$ cat src/hdl/vnorm_pkg.sv
`timescale 1ns / 1ps
package vnorm_pkg;

    // Component and fraction widths of the words
    localparam int COMP_W = 16;
    localparam int FRAC_W = 15;
    localparam int MAG_W  = COMP_W + 1;
    localparam int SUM_W  = 2 * COMP_W;
    localparam int UNIT_W = FRAC_W + 1;

    typedef struct packed {
        logic signed [COMP_W-1:0] in_x;
        logic signed [COMP_W-1:0] in_y;
        logic signed [COMP_W-1:0] in_z;
    } in_word_t;

    typedef struct packed {
        logic signed [UNIT_W-1:0] unit_x;
        logic signed [UNIT_W-1:0] unit_y;
        logic signed [UNIT_W-1:0] unit_z;
        logic                     zero_length;
    } out_word_t;

    // Classified vector handed from the front to the back
    typedef struct packed {
        logic [2:0][MAG_W-1:0] mag;
        logic [2:0]            neg;
        logic [SUM_W-1:0]      sum;
    } mid_word_t;

endpackage

$ cat src/hdl/vnorm_front.sv
`timescale 1ns / 1ps
module vnorm_front (
    input  logic                clk,
    input  logic                rst_n,
    input  logic                push,
    output logic                full,
    input  vnorm_pkg::in_word_t in_word,
    output logic                mid_push,
    input  logic                mid_full,
    output vnorm_pkg::mid_word_t mid_word
);
    localparam int CW = vnorm_pkg::COMP_W;
    localparam int MW = vnorm_pkg::MAG_W;
    localparam int SW = vnorm_pkg::SUM_W;

    logic                  a_valid_reg;
    logic [2:0][MW-1:0]    a_mag_reg;
    logic [2:0]            a_neg_reg;
    logic                  b_valid_reg;
    logic [2:0][MW-1:0]    b_mag_reg;
    logic [2:0]            b_neg_reg;
    logic [2:0][SW-1:0]    b_sq_reg;
    logic [2:0][CW-1:0]    comp;
    logic [2:0][MW-1:0]    mag_next;
    logic                  adv;

    // Advance while the last stage is empty or the queue has room
    assign adv      = !b_valid_reg || !mid_full;
    assign full     = !adv;
    assign mid_push = b_valid_reg && !mid_full;

    assign comp[0] = in_word.in_x;
    assign comp[1] = in_word.in_y;
    assign comp[2] = in_word.in_z;

    // Take magnitudes of the two's complement components
    always_comb
    begin
        for (int k = 0; k < 3; k++)
        begin
            if (comp[k][CW-1])
                mag_next[k] = ~{1'b1, comp[k]} + MW'(1);
            else
                mag_next[k] = {1'b0, comp[k]};
        end
    end

    // Advance valid bits
    always_ff @(posedge clk or negedge rst_n)
    begin
        if (!rst_n)
        begin
            a_valid_reg <= 1'b0;
            b_valid_reg <= 1'b0;
        end
        else if (adv)
        begin
            a_valid_reg <= push;
            b_valid_reg <= a_valid_reg;
        end
    end

    // Hold magnitudes, then squares
    always_ff @(posedge clk)
    begin
        if (adv)
        begin
            a_mag_reg <= mag_next;
            for (int k = 0; k < 3; k++)
                a_neg_reg[k] <= comp[k][CW-1];
            b_mag_reg <= a_mag_reg;
            b_neg_reg <= a_neg_reg;
            for (int k = 0; k < 3; k++)
                b_sq_reg[k] <= SW'(a_mag_reg[k] * a_mag_reg[k]);
        end
    end

    assign mid_word.mag = b_mag_reg;
    assign mid_word.neg = b_neg_reg;
    assign mid_word.sum = b_sq_reg[0] + b_sq_reg[1] + b_sq_reg[2];

endmodule

$ cat config.mk
export PLATFORM = sky130hd
export DESIGN_NAME = vnorm_front
export DESIGN_NICKNAME = d
export VERILOG_FILES = /design/src/hdl/vnorm_pkg.sv /design/src/hdl/vnorm_front.sv
export SDC_FILE = /design/constraint.sdc
export NUM_CORES = 2
export LEC_CHECK = 0
export BUFFER_PORTS_ARGS = -buffer_cell sky130_fd_sc_hd__buf_4
export CAP_MARGIN = 20
export CORE_ASPECT_RATIO = 1.25
export CORE_MARGIN = 8
export CORE_UTILIZATION = 40
export DETAILED_ROUTE_END_ITERATION = 6
export SLEW_MARGIN = 20
export SYNTH_ARGS = -nofsm -noshare
export SYNTH_HDL_FRONTEND = slang
export SYNTH_SLANG_ARGS = --single-unit
$ cat constraint.sdc
create_clock -name clk -period 10.2 [get_ports clk]
set_input_delay 2.04 -clock clk [delete_from_list [all_inputs] [get_ports clk]]
set_output_delay 2.04 -clock clk [all_outputs]
set_load 0.005 [all_outputs]
# Word-level counts from Yosys, hierarchy flattened
# Index checks and enable logic that the tools add are counted.
dict set report classes {
  n_addsub 5
  multipliers 3
  muxes 3
  n_bitwise 3
  reduce_logical 5
}
# op count
set op_table {}
lappend op_table {{17-bit by 17-bit multiplier with 32-bit output} 3}
lappend op_table {{32-bit adder} 2}
lappend op_table {{17-bit by 1-bit adder with 17-bit output, second input constant} 3}
lappend op_table {{17-bit inverter} 3}
lappend op_table {{15-bit two-way mux} 3}
lappend op_table {{1-bit logical NOT} 3}
lappend op_table {{1-bit logical AND} 1}
lappend op_table {{1-bit logical OR} 1}
dict set report totals {
  ff_bits 206
  input_bits 52
}

# Depth between registers and ports, before layout
dict set report logic_depth {
  word_depth 3
  ltp_mapped 25
}

# Least setup slack after synthesis
# OpenSTA, ideal clock, no wires.
dict set report synth_path {
  kind {input-to-output}
  from {input port mid_full}
  to {output port full}
  arrival_ps 6531
  required_ps 8160
  slack_ps 1629
  stages 2
  n_path_buf 0
  cell_sequence {nand2_1 -> inv_1}
}
dict set report synth_between {
  elab_chain_len 3
}
# element line
set synth_rtl {}
lappend synth_rtl {{from (decl)} vnorm_front.sv:9} ;# input logic mid_full,
lappend synth_rtl {{1-bit logical NOT} vnorm_front.sv:28} ;# assign adv = !b_valid_reg || !mid_full;
lappend synth_rtl {{1-bit logical OR} vnorm_front.sv:28}
lappend synth_rtl {{1-bit logical NOT} vnorm_front.sv:29} ;# assign full = !adv;
lappend synth_rtl {{to (decl)} vnorm_front.sv:6} ;# output logic full,
# Every way passes these cells.

# Worst setup path after layout
dict set report layout_path {
  from {register a_mag_reg[19] (netlist name)}
  to {register b_sq_reg[63] (netlist name) (data pin)}
}
dict set report layout_between {
  elab_chain_len 1
}
# element line
set layout_rtl {}
lappend layout_rtl {{from (decl)} vnorm_front.sv:17} ;# logic [2:0][MW-1:0] a_mag_reg;
lappend layout_rtl {{from (signal assigned)} vnorm_front.sv:68} ;# a_mag_reg <= mag_next;
lappend layout_rtl {{17-bit by 17-bit multiplier with 32-bit output} vnorm_front.sv:74} ;# b_sq_reg[k] <= SW'(a_mag_reg[k] * a_mag_reg[k]);
lappend layout_rtl {{to (signal, indexed assignment)} vnorm_front.sv:74}
lappend layout_rtl {{to (decl)} vnorm_front.sv:22} ;# logic [2:0][SW-1:0] b_sq_reg;
# Every way passes these cells.
# A chain may end at the register's enable or synchronous reset.

==> run metrics <==
Most common cell on crit path=fa_1; final worst path period share=66.3%; Clock Path Buffers=2; Ys Warns=0; maxcap violations=0; post-synthesis cell area=33000 sq um; Final #Nets=4380; max FFs per register=90; Synth async-reset ratio=under 10%; post-synth top area share=36.5%; Mean Syn Cell Area=10.0 sq um; Netlist cell types=70; # IOs=140; Ant. Diodes=0; TNS Setup=0 ns; max-slew violations=0; Mapped Cells=roughly 3.3k; Crit Path Max Fanout=18; final wirelength=75600 microns; crit-path max cell delay=approximately 0.82 ns; status=complete, no violations; H-tree depth=4; dominant cell type by area after synthesis=fa_1; CP Buf/Inv Count=5; clock root buffer=clkbuf_16; Fin. Hold Viols=0; dpl hpwl=a little over 60000 microns; Wirelength per Cell=~17 microns; largest net degree at the start of global routing=71; P&R area growth vs syn=8.28%; CTS Hold Buffers Added=0; Core Region=81500 sq um; Setup crit end kind=flop; Worst Clk Skew=0.0222 ns; Worst Slack Setup Final=3.44 ns; number of global-route vias before repair=24.5k; first-pass GRT wire length=126000 microns; number of flops mapped to enable cells by yosys=around 200; post-CTS setup buffer count=0; die area=92000 sq um; worst slack at placement=3.40 ns; fillers=7796; unrepaired setup endpoints after global routing=no; Seq/Total Area, Yosys=18.2%; initial antenna violation count=2; Crit path arrival time=roughly 7.0 ns; via/cell ratio=4.92; crit start category=flop; crit-path leading delay family=adder cells; highest clock rate=0.148 GHz; Worst-path clk slew=approximately 0.09 ns; Starting Density=40.5%; PostCTS Resize Cnt=0; top cells by area, synth=fa_1, edfxtp_1, ha_1; final core occ=43.8%; Starting DRT DRC Count=1031; Clock Sinks=200; Req. time, crit path=10.46 ns; DRC violations left=0; vias=22.0k; chip height=337 microns; routability cong.=0.850; Rows=117; Worst slew margin=a little over a third; grt ovf=0; total CTS buffers=17; Worst Tran Pin Value=0.956 ns; PortBufs=139; DRT Pass-1 Iters=5; Die Span X=273 microns; CTS tree=done; Setup CP Type=flop to flop; Hold WC Path Type=flop to flop; insertion delay to the later sink of the worst-skew pair=roughly 0.51 ns; Final setup viols=0; GRT Total Usage=17.3%; crit path cell chain=inv_1 -> nor2_1 -> fa_1 -> inv_1 -> fa_1 -> fa_1 -> inv_1 -> fa_1 -> fa_1 -> inv_1 -> fa_1 -> inv_1 -> ha_1 -> nand3_1 -> o221ai_1 -> a21oi_1 -> o21ai_1 -> a41oi_1 -> o31a_1 -> o21bai_1 -> a21oi_1 -> xnor2_1; Final Critical Period=6.76 ns; remaining antenna violation count=0; Synth Flop Type=edfxtp_1; fraction of layout cells with a size suffix above 1=5.97%; number of synthesized register bits=200; slowest cell on the critical path=edfxtp_1
-- cells in the final DEF (no fill, tap or decap), drive strengths merged, types with 45 or more instances in the layout --
cell	instances
a21o	45
a21oi	96
and2	148
buf	143
edfxtp	198
fa	601
ha	337
inv	885
nand2	304
nor2	94
o21ai	69
xnor2	141
-- layout make-up --
type / instances / area (sq um) / area share [%]
inverters: 879 / 3300 / 9.24
multi-input cells: 2149 / 23400 / 65.6
clock buffers: 17 / 425 / 1.19
flip-flops and latches: 200 / 6000 / 16.8
well taps: 1071 / 1340 / 3.75
clock inverters: 15 / 166 / 0.466
repair buffers: 143 / 1070 / 3.00
-- stage by stage --
stage | instance area [sq um] | hold slack (ns) | std cells
6_report | 35700 | 0.437 | 4474
3_3_place_gp | 35100 | 0.404 | 4442
5_1_grt | 35700 | 0.460 | 4474
3_5_place_dp | 35100 | 0.419 | 4442
4_1_cts | 35700 | 0.442 | 4474
2_1_floorplan | 33000 | 0.400 | 3305
-- synth_stat cells (17+ instances only) --
library cell    n
a21o_1         45
xor2_1         37
o21ai_0        60
nor2b_1        21
xnor2_1       141
nor2_1         94
o21bai_1       18
nand2b_1       17
edfxtp_1      198
clkbuf_1       74
a21oi_1        94
fa_1          601
ha_1          337
o31ai_1        20
nand2_1       304
and2_1        148
nand3_1        24
inv_1         879
-- kinds of logic (layout without fill, tap and decap cells) --
| logic type | after synthesis | count (layout) | share of synthesized area [%] |
|---|---|---|---|
| mux | 5 | 5 | 0.167 |
| flops | 200 | 200 | 18.2 |
| xor+xnor | 178 | 178 | 4.73 |
| compound gates | 340 | 340 | 6.94 |
| other cells | 1 | 6 | 0.0114 |
| fa+ha+maj | 938 | 938 | 49.2 |
| simple gates | 682 | 682 | 9.83 |
| buf+inv | 956 | 1054 | 10.9 |
-- layer usage --
| layer | track usage, % | vias up | share of wire [%] |
|---|---|---|---|
| li1 | - | 10319 | - |
| met1 | 20.1 | 11122 | 39 |
| met2 | 32.1 | 425 | 53 |
| met3 | 2.47 | 136 | 4.1 |
| met4 | 6.76 | 0 | 3.4 |
| met5 | 0 | - | 0 |
-- worst reg2reg max path, cell delays in order (launching register included) --
cell and delay (ns):
edfxtp_1 0.82, inv_1 0.19, nor2_1 0.27, fa_1 0.47, inv_1 0.09, fa_1 0.41
fa_1 0.52, inv_1 0.06, fa_1 0.48, fa_1 0.49, inv_1 0.05, fa_1 0.47
inv_1 0.04, ha_1 0.35, nand3_1 0.12, o221ai_1 0.18, a21oi_1 0.09, o21ai_1 0.41
a41oi_1 0.31, o31a_1 0.38, o21bai_1 0.14, a21oi_1 0.09, xnor2_1 0.12
-- path summary, 6_finish.rpt --
check | cells past startpoint | slack, ns | end | start
max | 22 | 3.44 | b_sq_reg[63] | a_mag_reg[19]
min | 0 | 0.44 | b_neg_reg[2] | a_neg_reg[2]
max reg2reg | 22 | 3.44 | b_sq_reg[63] | a_mag_reg[19]
max in group asynchronous | 1 | 8.82 | b_valid_reg | rst_n
min in group asynchronous | 1 | 1.29 | a_valid_reg | rst_n
min reg2reg | 0 | 0.44 | b_neg_reg[2] | a_neg_reg[2]
Power is not shown: default switching activity piles up to over one toggle a cycle in this logic, so the estimate is an artifact.
