--- config.mk ---
export PLATFORM = sky130hd
export DESIGN_NAME = vnorm_queue
export DESIGN_NICKNAME = d
export VERILOG_FILES = /design/src/hdl/vnorm_pkg.sv /design/src/hdl/vnorm_queue.sv
export SDC_FILE = /design/constraint.sdc
export NUM_CORES = 1
export LEC_CHECK = 0
export BUFFER_PORTS_ARGS = -buffer_cell sky130_fd_sc_hd__clkbuf_2
export CAP_MARGIN = 20
export CORE_ASPECT_RATIO = 0.7
export CORE_UTILIZATION = 45
export DETAILED_ROUTE_END_ITERATION = 10
export PLACE_DENSITY = 0.67
export SYNTH_ARGS = -nofsm -noshare
export SYNTH_HDL_FRONTEND = slang
export SYNTH_SLANG_ARGS = --single-unit
--- constraint.sdc ---
create_clock -name clk -period 3.5 [get_ports clk]
set_input_delay 0.35 -clock clk [delete_from_list [all_inputs] [get_ports clk]]
set_output_delay 0.35 -clock clk [all_outputs]
set_load 0.05 [all_outputs]
--- src/hdl/vnorm_pkg.sv ---
`timescale 1ns / 1ps
package vnorm_pkg;

    // Component and fraction widths of the words
    localparam int COMP_W = 16;
    localparam int FRAC_W = 15;
    localparam int MAG_W  = COMP_W + 1;
    localparam int SUM_W  = 2 * COMP_W;
    localparam int UNIT_W = FRAC_W + 1;

    typedef struct packed {
        logic signed [COMP_W-1:0] in_x;
        logic signed [COMP_W-1:0] in_y;
        logic signed [COMP_W-1:0] in_z;
    } in_word_t;

    typedef struct packed {
        logic signed [UNIT_W-1:0] unit_x;
        logic signed [UNIT_W-1:0] unit_y;
        logic signed [UNIT_W-1:0] unit_z;
        logic                     zero_length;
    } out_word_t;

    // Classified vector handed from the front to the back
    typedef struct packed {
        logic [2:0][MAG_W-1:0] mag;
        logic [2:0]            neg;
        logic [SUM_W-1:0]      sum;
    } mid_word_t;

endpackage

--- src/hdl/vnorm_queue.sv ---
`timescale 1ns / 1ps
module vnorm_queue (
    input  logic                 clk,
    input  logic                 rst_n,
    input  logic                 push,
    output logic                 full,
    input  vnorm_pkg::mid_word_t push_word,
    input  logic                 pop,
    output logic                 empty,
    output vnorm_pkg::mid_word_t pop_word
);
    localparam int DEPTH = 4;
    localparam int AW    = $clog2(DEPTH);

    vnorm_pkg::mid_word_t mem [0:DEPTH-1];
    logic [AW-1:0] wr_ptr_reg;
    logic [AW-1:0] rd_ptr_reg;
    logic [AW:0]   count_reg;
    logic          do_push;
    logic          do_pop;

    assign full    = (count_reg == (AW+1)'(DEPTH));
    assign empty   = (count_reg == '0);
    assign do_push = push && !full;
    assign do_pop  = pop && !empty;
    assign pop_word = mem[rd_ptr_reg];

    // Store pushed word
    always_ff @(posedge clk)
    begin
        if (do_push)
            mem[wr_ptr_reg] <= push_word;
    end

    // Advance pointers and count
    always_ff @(posedge clk or negedge rst_n)
    begin
        if (!rst_n)
        begin
            wr_ptr_reg <= '0;
            rd_ptr_reg <= '0;
            count_reg  <= '0;
        end
        else
        begin
            if (do_push)
                wr_ptr_reg <= wr_ptr_reg + AW'(1);
            if (do_pop)
                rd_ptr_reg <= rd_ptr_reg + AW'(1);
            if (do_push && !do_pop)
                count_reg <= count_reg + (AW+1)'(1);
            else if (do_pop && !do_push)
                count_reg <= count_reg - (AW+1)'(1);
        end
    end

endmodule

# Word-level counts from Yosys, hierarchy flattened
# Memory sizes are Yosys's and may differ from the RTL's.
# Cells that the tools add are included.
[word_totals]
n_memories = 1
output_inout_bits = 88
input_bits = 90
word_cells = 23
regBits = 7
mem_bits_rw = 344
[op_classes]
mux = 4
reduce_logical = 10
n_eq_ne = 1
addsub = 4
[memory_table]
columns = ["name", "depth", "width", "read_ports", "rd_clocked_by_memory_dff", "write_ports", "line", "text"]
rows = [
  ["mem", 4, 86, 1, 0, 1, "vnorm_queue.sv:15", "vnorm_pkg::mid_word_t mem [0:DEPTH-1];"],
]
[ops]
columns = ["op", "count"]
rows = [
  ["$mux 3", 2],
  ["$add 2x1->2 const B", 2],
  ["$logic_and 1x1->1", 4],
  ["$logic_not 1->1", 4],
  ["$add 3x1->3 const B", 1],
  ["$eq 3x3->1 const B", 1],
  ["$logic_not 3->1", 1],
  ["$sub 3x1->3 const B", 1],
  ["$mux 1", 2],
  ["$reduce_bool 2->1", 1],
]

# Longest topological paths before layout
[depth]
word_depth = 7
mapped_depth = 9
ltp_nobuf = 8

# Worst setup path after synthesis
# OpenSTA, ideal clock, no wires.
[synth_timing]
path_type = "register -> register"
from = "register count_reg[2]"
to = "memory mem[0][0] in the netlist's numbering, enable pin"
slack_ns = 0.113
n_path_buf = 1
period_less_slack_ns = 3.387
required_ns = 3.046
path_stages_with_launch = 5
setup_time_ns = 0.454
arrival_ns = 2.933
path_cell_list = "dfrtp_1 -> nor3b_2 -> nor2b_1 -> buf_2 -> and2_1"
[synth_via]
elab_chain_cells = 5
[synth_rtl]
columns = ["item", "line", "text"]
rows = [
  ["start, declared", "vnorm_queue.sv:18", "logic [AW:0] count_reg;"],
  ["start signal, assigned", "vnorm_queue.sv:51", "count_reg <= count_reg + (AW+1)'(1);"],
  ["start signal, assigned", "vnorm_queue.sv:53", "count_reg <= count_reg - (AW+1)'(1);"],
  ["$eq 3x3->1", "vnorm_queue.sv:22", "assign full = (count_reg == (AW+1)'(DEPTH));"],
  ["net full", "vnorm_queue.sv:6", "output logic full,"],
  ["$logic_not 1->1", "vnorm_queue.sv:24", "assign do_push = push && !full;"],
  ["$logic_and 1x1->1", "vnorm_queue.sv:24", ""],
  ["net do_push", "vnorm_queue.sv:19", "logic do_push;"],
  ["$mux 1", "vnorm_queue.sv:31", "if (do_push)"],
  ["$mux 1 (implied by the code)", "vnorm_queue.sv:32", "mem[wr_ptr_reg] <= push_word;"],
  ["end, declared", "vnorm_queue.sv:15", ""],
]
# The timed path passes the listed nets, and every way through them passes these cells.

==> metrics.log <==
[metrics] outcome: complete, no violations
[metrics] number of failing hold endpoints at the final stage: 0
[metrics] WP data required: 3.15 ns
[metrics] all-layer global routing usage: 16.5%
[metrics] number of library cell types mapped by synthesis: 22
[metrics] Num CTS Buffers: 34
[metrics] Worst IR Drop VDD: 0.000612 V
[metrics] Clock Path Buffers: 3
[metrics] drt wl/cell: around 21 µm
[metrics] Clk Tree Root Cell: sky130_fd_sc_hd__clkbuf_16
[metrics] maximum clock frequency: about 370 MHz
[metrics] fraction of power consumed by the clock network: 23.1%
[metrics] unrepaired setup endpoints after global routing: false
[metrics] most frequent standard cell in the layout excluding fill and tap cells: sky130_fd_sc_hd__edfxtp_1
[metrics] Int Pwr: between 9 and 10 mW
[metrics] Sinks on Clock Net: 351
[metrics] worst min-delay path category: in -> reg
[metrics] number of placed I/O pins: ~180
[metrics] vias post-DR: ~5,700
[metrics] Die Footprint: 29,200 µm²
[metrics] DR vias/cell: ~5.3
[metrics] final setup margin: about 0.8 ns
[metrics] Setup crit end kind: output port
[metrics] Post-Syn Nets: about 580
[metrics] leakage: approximately 5.3 nW
[metrics] GR Overflow Total: 0
[metrics] final clock period utilization by the worst path: between 70% and 80%
[metrics] Slew Viols, Final: 0
[metrics] post-layout net count: about 790
[metrics] category of the worst setup path launch point: register
[metrics] power consumption: about 15 mW
[metrics] Max H-tree Level: 2
[metrics] Initial Util: 46.0%
[metrics] insertion delay of the later-clocked pin in the worst-skew pair: 0.50 ns
[metrics] final total negative setup slack: 0 ns
[metrics] number of core rows: between 50 and 60
[metrics] switching share of total power: 38.3%
[metrics] HPWL after detailed placement: 14,300 µm
[metrics] placement-stage worst setup slack: between 1 and 1.5 ns
[metrics] critical-path cell list: buf_12, mux4_2, clkbuf_2
[metrics] commonest cells after routing, fill and taps aside: sky130_fd_sc_hd__edfxtp_1, sky130_fd_sc_hd__clkbuf_2, sky130_fd_sc_hd__mux4_2, sky130_fd_sc_hd__clkbuf_16, sky130_fd_sc_hd__clkbuf_1
[metrics] slew at the pin closest to its max-slew limit: roughly 0.63 ns
[metrics] fraction of layout cells with a size suffix above 1: 46.0%
[metrics] placeable core region: roughly 28,000 µm²
[metrics] Power Dens Cells: ~990 nW/µm²
[metrics] flip-flop count of the largest register after layout: approximately 340
[metrics] portion of total power attributed to sequential cells: between 30% and 40%
[metrics] setup fix buffers added after clock tree synthesis: 0
[metrics] initial DRC count: a little over 300
[metrics] normalized max-slew margin: roughly 58%
[metrics] final WL: between 20,000 and 25,000 µm
[metrics] crit path max-delay cell type: sky130_fd_sc_hd__dfrtp_4
[metrics] Min Clock Period, post-route: 2.72 ns
[metrics] largest driver fanout on the critical path: 57
[metrics] ant diodes: 0
[metrics] chip height: between 100 and 150 µm
[metrics] clock transition at the register clock pins on the worst setup and hold paths after CTS: ~0.06 ns
[metrics] placed cells: roughly 1,000
[metrics] Residual DRC: 0
[metrics] horizontal die dimension: between 200 and 250 µm
[metrics] Seq/Total Area, Yosys: 81.9%
[metrics] Post-Syn Area: 12,800 µm²
[metrics] critical path's largest stage delay: about 0.75 ns
[metrics] initial antenna violation count: 0
[metrics] worst-case clock skew: between 0.009 and 0.01 ns
[metrics] number of instances in the synthesized netlist: between 400 and 500
[metrics] share of power burned in combinational logic: roughly two fifths
[metrics] classification of the worst setup path: reg -> out
[metrics] average cell area after synthesis: 26.4 µm²
[metrics] post-synthesis register bit count: approximately 350
[metrics] wire length of the first global-routing pass: 35,400 µm
[metrics] setup violators final: 0
[metrics] sw power: around 5.8 mW
[metrics] count of input and output buffers: approximately 180
[metrics] Final Non-Filler Cells: 1,086
[metrics] first drt pass iteration count: 4
[metrics] number of warnings printed during yosys synthesis: 0
[metrics] via count of the first global-routing pass: 6,179
[metrics] clock tree from TritonCTS: yes
[metrics] max-cap viol count: 0
[metrics] share of the core filled with cells in the final layout: between 50% and 60%
[metrics] antenna-violating nets left: 0
[metrics] Area growth syn-to-layout: 19.3%
[metrics] largest net degree at the start of global routing: 58
[metrics] crit path DAT: between 2 and 2.5 ns
[metrics] routability cong.: ~0.70
area by class of cell:
class                   instances  area, µm²
fillers                      2078      12600
multi-input cells             110       2170
clock buffers                  49       1000
inverters                       4       15.0
flip-flops and latches        351      10500
well taps                     371        464
clock inverters                12       80.1
repair buffers                189       1070
final timing paths:
| path | start | endpoint | slack (ns) | cells past startpoint |
|---|---|---|---|---|
| worst max register to register | count_reg[2] | mem[2][6] | 1.15 | 4 |
| max in group asynchronous | rst_n | rd_ptr_reg[0] | 3.07 | 2 |
| worst min-delay path | push_word[68] | mem[0][68] | 0.05 | 1 |
| worst min register to register | count_reg[2] | count_reg[2] | 0.49 | 1 |
| worst max-delay path | rd_ptr_reg[1] | pop_word[14] | 0.78 | 3 |
| min in group asynchronous | rst_n | rd_ptr_reg[1] | 0.23 | 2 |
power groups by stage:
| stage | registers [mW] | clock network [mW] | logic (mW) |
|---|---|---|---|
| after floorplan | 5.83 | 0 | 4.65 |
| after global placement | 5.87 | 0 | 5.86 |
| after detailed placement | 5.93 | 0 | 5.91 |
| after CTS | 5.85 | 3.59 | 5.93 |
| after global routing | 5.90 | 3.75 | 6.12 |
| final | 5.83 | 3.49 | 5.81 |
worst max-delay path, delay by kind of cell (launching register included):
family	cells	cell delay [ns]
DFF	1	0.75
muxes	1	0.42
buffers and inverters	2	0.67
cells in the mapped netlist:
| library cell | count | area, µm² |
|---|---|---|
| sky130_fd_sc_hd__and2_1 | 4 | 25.0 |
| sky130_fd_sc_hd__buf_12 | 1 | 20.0 |
| sky130_fd_sc_hd__buf_2 | 9 | 45.0 |
| sky130_fd_sc_hd__buf_4 | 4 | 30.0 |
| sky130_fd_sc_hd__buf_6 | 2 | 22.5 |
| sky130_fd_sc_hd__buf_8 | 1 | 15.0 |
| sky130_fd_sc_hd__clkbuf_1 | 4 | 15.0 |
| sky130_fd_sc_hd__dfrtp_1 | 7 | 175 |
| sky130_fd_sc_hd__edfxtp_1 | 344 | 10300 |
| sky130_fd_sc_hd__fa_1 | 1 | 20.0 |
| sky130_fd_sc_hd__ha_1 | 5 | 62.6 |
| sky130_fd_sc_hd__inv_1 | 4 | 15.0 |
| sky130_fd_sc_hd__mux2_2 | 2 | 22.5 |
| sky130_fd_sc_hd__mux4_2 | 86 | 1940 |
| sky130_fd_sc_hd__nand2_1 | 1 | 3.75 |
| sky130_fd_sc_hd__nand3_1 | 1 | 5.00 |
| sky130_fd_sc_hd__nor2_1 | 1 | 3.75 |
| sky130_fd_sc_hd__nor2b_1 | 1 | 6.26 |
| sky130_fd_sc_hd__nor3b_2 | 1 | 12.5 |
| sky130_fd_sc_hd__or3_1 | 1 | 6.26 |
| sky130_fd_sc_hd__xnor2_1 | 4 | 35.0 |
| sky130_fd_sc_hd__xor2_1 | 2 | 17.5 |
cells by family after synthesis:
logic type	count (synthesis)	synth area share (%)
flops	351	81.9
mux	88	15.3
buf+inv	25	1.27
simple gates	10	0.488
xor+xnor	6	0.410
fa+ha+maj	6	0.644
timing repair:
action | 4_1_cts | 5_1_grt
resized for setup | 0 | 0
hold buffers | 1 | 0
hold endpoints to repair | 7 | 0
routing by layer:
metal  global-route usage [%]  vias up  share of wire (%)
met5                        0        -                  0
met4                     4.55        0                1.4
met2                     25.9      169                 48
li1                         -     2499                  -
met3                     4.27       31                6.9
met1                     23.0     3032                 44
per-stage QoR:
stage	hold slack, ns	instance area (µm²)
after CTS	0.0296	15300
after detailed placement	0.208	14200
final	0.0546	15300
after floorplan	0.0544	12800
after global routing	0.0402	15300
after global placement	0.200	14200
(Power assumes the default switching activity.)
